**config.mk**
```make
export PLATFORM = sky130hd
export DESIGN_NAME = motor_command_frame_crc32
export DESIGN_NICKNAME = d
export VERILOG_FILES = /design/src/rtl/mcf_pkg.sv /design/src/rtl/mcf_crc32.sv /design/src/rtl/motor_command_frame_crc32.sv
export VERILOG_INCLUDE_DIRS = /design/src /design/src/rtl
export SDC_FILE = /design/constraint.sdc
export NUM_CORES = 1
export LEC_CHECK = 0
export BUFFER_PORTS_ARGS = -buffer_cell sky130_fd_sc_hd__buf_2
export CORE_MARGIN = 2
export CORE_UTILIZATION = 36
export DETAILED_ROUTE_END_ITERATION = 7
export HOLD_SLACK_MARGIN = 0.05
export PLACE_DENSITY = 0.63
export SLEW_MARGIN = 20
export SYNTH_ARGS = -nofsm -noshare
export SYNTH_HDL_FRONTEND = slang
export SYNTH_SLANG_ARGS = --single-unit
```
**constraint.sdc**
```tcl
create_clock -name clk_i -period 16.4 [get_ports clk_i]
set_input_delay 0.82 -clock clk_i [delete_from_list [all_inputs] [get_ports clk_i]]
set_output_delay 0.82 -clock clk_i [all_outputs]
set_load 0.01 [all_outputs]
```
**src/rtl/motor_command_frame_crc32_assert.svh**
```systemverilog
// Assertion macros shared by the frame builder RTL.
// MCF_ASSERT checks a property on every rising clock edge outside reset.
// MCF_ASSERT_NEVER checks that an expression never holds outside reset.
`ifndef MOTOR_COMMAND_FRAME_CRC32_ASSERT_SVH
`define MOTOR_COMMAND_FRAME_CRC32_ASSERT_SVH

`ifndef SYNTHESIS

`define MCF_ASSERT(lbl, clk, rstn, prop) \
  lbl: assert property (@(posedge clk) disable iff (!rstn) (prop)) \
    else $error("frame builder assertion failed");

`define MCF_ASSERT_NEVER(lbl, clk, rstn, expr) \
  lbl: assert property (@(posedge clk) disable iff (!rstn) !(expr)) \
    else $error("frame builder forbidden condition seen");

`else

`define MCF_ASSERT(lbl, clk, rstn, prop)

`define MCF_ASSERT_NEVER(lbl, clk, rstn, expr)

`endif

`endif

```
**src/rtl/mcf_pkg.sv**
```systemverilog
`default_nettype none

package mcf_pkg;

  // frame geometry
  localparam int FRAME_LEN = 34;
  localparam int CRC_SPAN  = 28;
  localparam int IDX_W     = $clog2(FRAME_LEN);

  typedef logic [IDX_W-1:0] idx_t;

  // CRC-32, MSB first, no reflection, no final xor
  localparam logic [31:0] CRC_POLY = 32'h04C1_1DB7;
  localparam logic [31:0] CRC_INIT = 32'hFFFF_FFFF;
  localparam logic [31:0] CRC_TOP  = 32'h8000_0000;

  // fixed header bytes
  localparam logic [7:0] SYNC0 = 8'hFE;
  localparam logic [7:0] SYNC1 = 8'hEE;

  // byte positions inside the frame
  localparam idx_t POS_SYNC0  = idx_t'(0);
  localparam idx_t POS_SYNC1  = idx_t'(1);
  localparam idx_t POS_ID     = idx_t'(2);
  localparam idx_t POS_MODE   = idx_t'(4);
  localparam idx_t POS_TQ_HI  = idx_t'(12);
  localparam idx_t POS_TQ_LO  = idx_t'(13);
  localparam idx_t POS_SP_HI  = idx_t'(14);
  localparam idx_t POS_SP_LO  = idx_t'(15);
  localparam idx_t POS_PS_B3  = idx_t'(16);
  localparam idx_t POS_PS_B2  = idx_t'(17);
  localparam idx_t POS_PS_B1  = idx_t'(18);
  localparam idx_t POS_PS_B0  = idx_t'(19);
  localparam idx_t POS_KP_HI  = idx_t'(20);
  localparam idx_t POS_KP_LO  = idx_t'(21);
  localparam idx_t POS_KD_HI  = idx_t'(22);
  localparam idx_t POS_KD_LO  = idx_t'(23);
  localparam idx_t POS_CRC3   = idx_t'(30);
  localparam idx_t POS_CRC2   = idx_t'(31);
  localparam idx_t POS_CRC1   = idx_t'(32);
  localparam idx_t POS_CRC0   = idx_t'(33);
  localparam idx_t POS_LAST   = idx_t'(FRAME_LEN - 1);
  localparam idx_t POS_CRC_END = idx_t'(CRC_SPAN);

  typedef enum logic {
    ST_IDLE,
    ST_SEND
  } state_e;

  // control from the sequencer to the CRC unit
  typedef struct packed {
    logic init;
    logic update;
  } crc_ctrl_t;

  // one byte through the CRC register, bit by bit, MSB first
  function automatic logic [31:0] crc32_byte(input logic [31:0] crc_in,
                                             input logic [7:0] data);
    logic [31:0] crc;
    logic        fb;
    crc = crc_in;
    for (int i = 7; i >= 0; i--) begin
      fb  = ((crc & CRC_TOP) != '0) ^ data[i];
      crc = {crc[30:0], 1'b0};
      if (fb) begin
        crc = crc ^ CRC_POLY;
      end
    end
    return crc;
  endfunction

endpackage

`default_nettype wire

```
**src/rtl/mcf_crc32.sv**
```systemverilog
`default_nettype none

// Byte-wide CRC-32 register, reused for every byte of the covered span.
module mcf_crc32 (
  input  wire logic              clk_i,
  input  wire logic              rst_ni,
  input  wire mcf_pkg::crc_ctrl_t ctrl_i,
  input  wire logic [7:0]        data_i,
  output logic [31:0]            crc_o
);
  import mcf_pkg::*;

  logic [31:0] crc_q, crc_d;

  // init wins over update
  always_comb begin
    crc_d = crc_q;
    if (ctrl_i.init) begin
      crc_d = CRC_INIT;
    end else if (ctrl_i.update) begin
      crc_d = crc32_byte(crc_q, data_i);
    end
  end

  always_ff @(posedge clk_i or negedge rst_ni) begin
    if (!rst_ni) begin
      crc_q <= CRC_INIT;
    end else begin
      crc_q <= crc_d;
    end
  end

  assign crc_o = crc_q;

endmodule

`default_nettype wire

```
**src/rtl/motor_command_frame_crc32.sv**
```systemverilog
`default_nettype none

// Motor command frame builder with CRC-32.
// A command is transferred at a rising edge with start_i high and busy_o low;
// all command fields are sampled at that edge.
// The block then sends the 34-byte frame, one byte per cycle on frame_byte_o,
// each marked by frame_valid_o for exactly one cycle; frame_last_o flags
// byte 33. Each byte is selected by the sequencer, then registered out.
// A single byte-wide CRC register is stepped once for each of bytes 0..27,
// in the cycle that byte is selected, the cycle before it is shown, so the
// CRC is ready when bytes 30..33 are due.
// busy_o drops during the cycle in which the sequencer selects the last byte,
// so a new command can follow with no gap in output.
// The receiver cannot stall: every strobed byte must be taken in its cycle.
// Reset (rst_ni low, asynchronous) returns the sequencer to idle and drops
// the strobe; a frame in progress is abandoned.
module motor_command_frame_crc32 (
  input  wire logic               clk_i,
  input  wire logic               rst_ni,
  input  wire logic               start_i,
  output logic                    busy_o,
  input  wire logic [7:0]         motor_id_i,
  input  wire logic [7:0]         control_mode_i,
  input  wire logic signed [15:0] torque_q8_i,
  input  wire logic signed [15:0] speed_q7_i,
  input  wire logic signed [31:0] position_cmd_i,
  input  wire logic [15:0]        stiffness_q11_i,
  input  wire logic [15:0]        damping_q10_i,
  output logic                    frame_valid_o,
  output logic [7:0]              frame_byte_o,
  output logic                    frame_last_o
);
  import mcf_pkg::*;

  `include "motor_command_frame_crc32_assert.svh"

  state_e      state_q, state_d;
  idx_t        idx_q, idx_d;
  logic        valid_q, valid_d;
  logic        last_q, last_d;
  logic [7:0]  byte_q, byte_d;
  logic        accept;
  logic [7:0]  cur_byte;
  logic [31:0] crc;
  crc_ctrl_t   crc_ctrl;

  // captured command
  logic [7:0]  id_q, mode_q;
  logic [15:0] tq_q, sp_q, kp_q, kd_q;
  logic [31:0] ps_q;

  assign busy_o = (state_q == ST_SEND) && (idx_q != POS_LAST);
  assign accept = start_i && !busy_o;

  always_ff @(posedge clk_i) begin
    if (accept) begin
      id_q   <= motor_id_i;
      mode_q <= control_mode_i;
      tq_q   <= torque_q8_i;
      sp_q   <= speed_q7_i;
      ps_q   <= position_cmd_i;
      kp_q   <= stiffness_q11_i;
      kd_q   <= damping_q10_i;
    end
  end

  // byte selector for the current frame position
  always_comb begin
    case (idx_q)
      POS_SYNC0: cur_byte = SYNC0;
      POS_SYNC1: cur_byte = SYNC1;
      POS_ID:    cur_byte = id_q;
      POS_MODE:  cur_byte = mode_q;
      POS_TQ_HI: cur_byte = tq_q[15:8];
      POS_TQ_LO: cur_byte = tq_q[7:0];
      POS_SP_HI: cur_byte = sp_q[15:8];
      POS_SP_LO: cur_byte = sp_q[7:0];
      POS_PS_B3: cur_byte = ps_q[31:24];
      POS_PS_B2: cur_byte = ps_q[23:16];
      POS_PS_B1: cur_byte = ps_q[15:8];
      POS_PS_B0: cur_byte = ps_q[7:0];
      POS_KP_HI: cur_byte = kp_q[15:8];
      POS_KP_LO: cur_byte = kp_q[7:0];
      POS_KD_HI: cur_byte = kd_q[15:8];
      POS_KD_LO: cur_byte = kd_q[7:0];
      POS_CRC3:  cur_byte = crc[31:24];
      POS_CRC2:  cur_byte = crc[23:16];
      POS_CRC1:  cur_byte = crc[15:8];
      POS_CRC0:  cur_byte = crc[7:0];
      default:   cur_byte = 8'h00;
    endcase
  end

  // shared CRC unit
  mcf_crc32 u_crc (
    .clk_i  (clk_i),
    .rst_ni (rst_ni),
    .ctrl_i (crc_ctrl),
    .data_i (cur_byte),
    .crc_o  (crc)
  );

  // sequencer: next state and output register inputs
  always_comb begin
    state_d         = state_q;
    idx_d           = idx_q;
    valid_d         = 1'b0;
    last_d          = 1'b0;
    byte_d          = byte_q;
    crc_ctrl.init   = accept;
    crc_ctrl.update = 1'b0;
    case (state_q)
      ST_IDLE: begin
        if (accept) begin
          state_d = ST_SEND;
          idx_d   = '0;
        end
      end
      ST_SEND: begin
        valid_d         = 1'b1;
        byte_d          = cur_byte;
        last_d          = (idx_q == POS_LAST);
        crc_ctrl.update = (idx_q < POS_CRC_END);
        if (idx_q == POS_LAST) begin
          idx_d   = '0;
          state_d = accept ? ST_SEND : ST_IDLE;
        end else begin
          idx_d = idx_q + idx_t'(1);
        end
      end
      default: begin
        state_d = ST_IDLE;
        idx_d   = '0;
      end
    endcase
  end

  always_ff @(posedge clk_i or negedge rst_ni) begin
    if (!rst_ni) begin
      state_q <= ST_IDLE;
      idx_q   <= '0;
      valid_q <= 1'b0;
      last_q  <= 1'b0;
    end else begin
      state_q <= state_d;
      idx_q   <= idx_d;
      valid_q <= valid_d;
      last_q  <= last_d;
    end
  end

  always_ff @(posedge clk_i) begin
    byte_q <= byte_d;
  end

  assign frame_valid_o = valid_q;
  assign frame_byte_o  = byte_q;
  assign frame_last_o  = last_q;

  // checks
  `MCF_ASSERT(a_idle_idx_zero, clk_i, rst_ni, (state_q == ST_IDLE) |-> (idx_q == '0))
  `MCF_ASSERT(a_accept_busy, clk_i, rst_ni, (accept && idx_q != POS_LAST) |=> busy_o)
  `MCF_ASSERT(a_last_marked, clk_i, rst_ni,
              (state_q == ST_SEND && idx_q == POS_LAST) |=> (frame_last_o && frame_valid_o))
  `MCF_ASSERT(a_stream_gapless, clk_i, rst_ni, (busy_o && $past(busy_o)) |-> frame_valid_o)
  `MCF_ASSERT_NEVER(a_last_no_strobe, clk_i, rst_ni, frame_last_o && !frame_valid_o)

endmodule

`default_nettype wire

```
After elaboration in Yosys (flattened, before gate mapping). Cells that the tools add are included.

Flip-flop bits (word level): 161. Input bits: 115. Output and inout bits: 11. Word-level logic and storage cells: 92.

Add/sub/neg operators: 1. $lt $le $gt $ge: 1. Equality and inequality tests: 21. Muxes and demuxes: 34. Bitwise logic cells: 17. Reduce and logical (&&, ||, !) cells: 5.

Operators by type and width (number): 2-to-1 mux 32 bit (16); 2-to-1 mux 27 bit (8); one-hot mux 8 bit (20 select lines) (1); inverter 14 bit (8); equality test 6 x 5 -> 1 bit, second input constant (10); equality test 6 x 4 -> 1 bit, second input constant (4); equality test 6 bit, second input constant (2); 2-to-1 mux 6 bit (2); one-hot mux 6 bit (2 select lines) (1); XOR 1 bit (8); adder 6 x 1 -> 6 bit, second input constant (1); equality test 6 x 1 -> 1 bit, second input constant (1); equality test 6 x 2 -> 1 bit, second input constant (1); equality test 6 x 3 -> 1 bit, second input constant (1); zero test 6 bit (1); < comparator 6 x 5 -> 1 bit, second input constant (1); inequality test 6 bit, second input constant (1); 2-to-1 mux 1 bit (5); logical AND 1 bit (2); inequality test 2 bit, second input constant (1); one-hot mux 1 bit (2 select lines) (1); nonzero test 2 bit (1); zero test 1 bit (1); inverter 1 bit (1).

Depth between registers and ports, before layout.
Depth after elaboration: 34. Gate-level depth with buffers: 14. Depth with buffers taken out: 11.

Hierarchy. Synthesis repeated with hierarchy kept, for this count alone.

Cell total of the unflattened synthesis: 504. Area total of the unflattened synthesis: 7593.5 um2.

Modules (own cells, without submodules): motor_command_frame_crc32 (times used 1, cells an instance 334, area each 5341.4 um2, sequential area each 3828.7 um2); mcf_crc32 (times used 1, cells an instance 170, area each 2252.2 um2, sequential area each 840.8 um2).

Worst setup path before layout. OpenSTA, ideal clock, no wires.

Kind: register to register. Start: register idx_q[1]. End: register id_q[0], enable pin. Library setup time: 0.520 ns. Arrival time: 5.073 ns. Required time: 15.880 ns. Path slack: 10.807 ns. Stages on the path, launching flop included: 11. Path buffers: 3. Clock period less this slack: 5.593 ns. Cells stage by stage: dfrtp_1 > inv_1 > ha_1 > nor2b_1 > and2_1 > buf_2 > nand2b_1 > clkbuf_1 > nand2_1 > inv_1 > clkbuf_1.

Cells in the longest elaborated chain, start to end: 4.

RTL lines: start, declared (RTL line motor_command_frame_crc32.sv:38) `idx_t idx_q, idx_d;`; start signal, assigned (RTL line motor_command_frame_crc32.sv:146) `idx_q <= idx_d;`; inequality test 6 bit (RTL line motor_command_frame_crc32.sv:52) `assign busy_o = (state_q == ST_SEND) && (idx_q != POS_LAST);`; logical AND 1 bit (RTL line motor_command_frame_crc32.sv:52); zero test 1 bit (RTL line motor_command_frame_crc32.sv:53) `assign accept = start_i && !busy_o;`; logical AND 1 bit (RTL line motor_command_frame_crc32.sv:53); net accept (RTL line motor_command_frame_crc32.sv:42) `logic accept;`; end signal, assigned (RTL line motor_command_frame_crc32.sv:57) `id_q <= motor_id_i;`; end, declared (RTL line motor_command_frame_crc32.sv:48) `logic [7:0] id_q, mode_q;`.

The timed path passes the listed nets, and every way through them passes these cells. A chain may end at the register's enable or synchronous reset.

Worst setup path in the final report.
Start: register idx_q[3]. End: register u_crc.crc_q[8], in the netlist u_crc.crc_o[8].

Elaborated cells between the ends (all ways): 63. Those cells by class: order compare (1); eq/ne (20); mux (26); bitwise (11); reduce/logical (5).

RTL lines: equality test 6 bit (tied with other cells) (RTL line motor_command_frame_crc32.sv:69) `case (idx_q)`; one-hot mux 8 bit (20 select lines) * (RTL line motor_command_frame_crc32.sv:69); net cur_byte[0] (RTL line motor_command_frame_crc32.sv:43) `logic [7:0] cur_byte;`; XOR 1 bit * (RTL line mcf_pkg.sv:63) `fb = ((crc & CRC_TOP) != '0) ^ data[i];`; 2-to-1 mux 27 bit * (RTL line mcf_pkg.sv:65) `if (fb) begin`; 2-to-1 mux 32 bit * (RTL line mcf_crc32.sv:20) `end else if (ctrl_i.update) begin`; 2-to-1 mux 32 bit * (RTL line mcf_crc32.sv:18) `if (ctrl_i.init) begin`; end signal, assigned (RTL line mcf_crc32.sv:29) `crc_q <= crc_d;`; end, declared (RTL line mcf_crc32.sv:13) `logic [31:0] crc_q, crc_d;`.

The timed path passes the listed nets; every way through them passes the cells marked *. The select of a mux whose other input is x is not followed.

==> results.txt <==
----------------------------------------------------
[Power and ir drop]
  Flop pwr share ... roughly 25%
  Clk network pwr share ... around 14%
  Fraction of power spent switching nets ... 36.5%
  Pwr/cell area ... 297 mW/mm^2
  Logic pwr share ... 60.5%
  Leakage Power ... 0.00346 uW
  Total design power ... 2720 uW
  Switching power of the nets ... 992 uW
  Maximum resistive drop on vdd ... roughly 0.20 mV
  Internal power consumption ... 1730 uW

[STA]
  Worst clock skew ... roughly 0.015 ns
  Setup Total Neg Slack ... 0 ns
  Final worst-path cycle share ... 28.0%
  Minimum period implied by the final worst setup slack ... 4.59 ns
  Pins Over Slew Limit ... 0
  Number of hold violations in the final report ... 0
  Fmax ... 0.218 GHz
  RSZ-0062 raised after global routing ... no
  Setup Viol. Count Final ... 0
  Worst relative slew slack ... 26.0%
  Slew of the pin with the lowest slew margin ... 1.08 ns

[Global routing]
  Combined global-route utilization of all metal layers ... 18.9%
  Number of antenna violations at the first check in global routing ... 0
  Largest net degree at the start of global routing ... 86
  Overflow left after global routing ... 0
  Wire length of the first global-routing pass ... 31.6 mm
  Via count of the first global-routing pass ... 5339

[Layout]
  # diodes ... 0
  Post-Layout Inst Area ... 0.00915 sq mm
  Area grow syn2layout ... 18.2%
  Final #Nets ... 769
  Layout cells sized above 1 ... between 30% and 40%
  Final core occ ... a little over two fifths

[CTS]
  Total clock buffers created by CTS ... 17
  # resized after CTS ... 0
  Setup Fix Bufs, Post-CTS ... 0
  Post-CTS Hold Buffers ... 0
  Deepest level of the CTS H-tree ... 4
  Num Clock Sinks ... 161
  Clock-pin slew on the worst setup and hold paths ... 0.06 ns
  Cell at the root of the clock tree ... clkbuf_16
  Worst-case clock buffer depth ... 2
  TritonCTS clock tree ... yes
  Skew-Pair Late Insertion Delay ... 0.43 ns

[Die]
  Initial Utilization ... 36.7%
  Vertical die dimension ... 151 um
  Chip Width ... 151 um
  Die Area ... 0.0227 sq mm
  I/O Pins ... 126
  Site Rows ... 53
  Area of the core ... 0.0211 sq mm

[Synth]
  Syn_nets ... 652
  Largest cells by area after synthesis ... edfxtp_1, dfstp_2, xnor3_1
  Commonest cells post-synth ... edfxtp_1, dfstp_2, xnor2_1
  Main flop type after synthesis ... edfxtp_1
  Area share of the largest cell type after synthesis ... 46.5%
  Mean instance size in the synthesized netlist ... 14.5 sq um
  Synth Warn # ... 0
  Most numerous cell in the Yosys netlist ... edfxtp_1
  Share of async-settable or async-resettable flops after synthesis ... 25.5%
  Cell count after synthesis ... 533
  Post-synthesis sequential area ratio ... roughly 60%
  Distinct cells, synth ... 77
  Post-synth design cell area ... 0.00774 sq mm
  Number of synthesized register bits ... 161
  Number of flops mapped to enable cells by yosys ... 120
  Library cell occupying the most area in the post-synthesis netlist ... edfxtp_1

[Drt]
  Routed Wire Length ... a little over 20 mm
  Via-per-instance ratio ... ~5.5
  1st-iter DRT viols ... 470
  Remaining DRCs ... 0
  Average detailed-routed wire length per instance ... 21.9 um
  Number of search-and-repair iterations in the first detailed-routing pass ... 5
  Post-route ant nets ... 0
  Number of vias in the routed layout ... 5142

[Setup path]
  Type of the worst setup path ... reg2reg
  Maximum fanout count along the critical path ... 29
  Number of cells on the worst reg-to-reg path ... 9
  Endpoint kind of the worst setup timing path ... flop
  CP arrival ... between 4 and 5 ns
  Kind of launch point of the worst setup path ... flop
  Worst Path Required ... between 15 and 20 ns

[Worst hold path]
  Type of the tightest min-delay check ... reg2reg
  Worst Hold Depth ... 2

[Placed design]
  Placed cell areas ... 0.00857 sq mm
  Count of port buffers added during placement ... 125
  HPWL after detailed placement ... 15.2 mm
  Placer congestion estimate ... 0.887

[Job]
  Max-capacitance violation count ... 0

[Run status]
  Result of the run ... finished clean

----------------------------------------------------
## critical path, stage by stage (launching register included)
cell       delay, ns
dfrtp_1         0.99
or2_1           0.26
nor2_1          0.18
a2111oi_0       1.00
nand4_1         0.35
xnor2_2         0.39
xor3_4          0.54
xnor2_4         0.28
xnor3_1         0.35
o21ai_1         0.13
## registers in the layout (all words and copies together) (netlist names)
| register | count |
|---|---|
| kp_q | 16 |
| state_q | 1 |
| kd_q | 16 |
| frame_byte_o | 8 |
| ps_q | 32 |
| u_crc.crc_o | 32 |
| tq_q | 16 |
| id_q | 8 |
| sp_q | 16 |
| frame_last_o | 1 |
| idx_q | 6 |
| frame_valid_o | 1 |
| mode_q | 8 |
## metal layers
layer | vias up | share of wire (%) | track usage [%]
met5 | - | 0 | 0
met3 | 57 | 6.0 | 3.12
met4 | 0 | 4.5 | 10.2
met1 | 2539 | 43 | 25.8
li1 | 2275 | - | -
met2 | 271 | 47 | 29.0
## final timing paths
check	slack, ns	to	start
setup / recovery	11.81	u_crc.crc_o[8]$_DFFE_PN1P_	idx_q[3]$_DFFE_PN0P_
hold / removal	0.51	u_crc.crc_o[24]$_DFFE_PN1P_	u_crc.crc_o[24]$_DFFE_PN1P_
setup reg to reg	11.81	u_crc.crc_o[8]$_DFFE_PN1P_	idx_q[3]$_DFFE_PN0P_
hold reg to reg	0.51	u_crc.crc_o[24]$_DFFE_PN1P_	u_crc.crc_o[24]$_DFFE_PN1P_
max in group asynchronous	15.27	idx_q[5]$_DFFE_PN0P_	rst_ni
min in group asynchronous	0.53	frame_valid_o$_DFF_PN0_	rst_ni
## layout by cell type (no fill, tap or decap), types with 14 or more instances in the layout
cell type,synthesis,layout
nand2_1,14,14
and3_1,17,17
buf_2,8,125
mux2i_1,15,15
clkbuf_16,0,17
dfstp_2,32,32
nor2_1,25,25
edfxtp_1,120,120
a22oi_1,22,22
a21oi_1,25,25
nor3_1,17,17
xnor2_1,30,30
## power by group through the flow
| stage | Sequential (uW) | Clock, uW | Combinational, uW |
|---|---|---|---|
| after global placement | 687 | 0 | 1610 |
| after global routing | 688 | 416 | 1780 |
| after detailed placement | 688 | 0 | 1660 |
| after CTS | 680 | 398 | 1650 |
| final | 682 | 392 | 1650 |
| after floorplan | 644 | 0 | 1410 |
## kinds of logic after synthesis
group | Yosys count | synth area share (%)
flip-flops | 161 | 60.3
XOR/XNOR | 67 | 12.8
AND/OR/NAND/NOR | 141 | 11.2
buffers and inverters | 37 | 2.55
adder cells (fa/ha/maj) | 4 | 0.646
AO/OA/AOI/OAI | 105 | 10.1
multiplexers | 18 | 2.38
## metrics by stage
| step | setup slack [ns] | cells | hold WS (ns) |
|---|---|---|---|
| 2_1_floorplan | 10.81 | 533 | 0.482 |
| 3_3_place_gp | 12.20 | 906 | 0.500 |
| 3_5_place_dp | 12.09 | 906 | 0.502 |
| 4_1_cts | 12.06 | 938 | 0.511 |
| 5_1_grt | 11.65 | 938 | 0.545 |
| 6_report | 11.81 | 938 | 0.513 |
## cell type report
class	count	area [sq um]
fillers	1920	11900
flip-flops and latches	161	4670
multi-input cells	335	2880
repair buffers	128	648
clock buffers	17	425
well taps	275	344
clock inverters	15	159
inverters	7	28.8
Note: power is estimated with default switching activity, not from simulation.
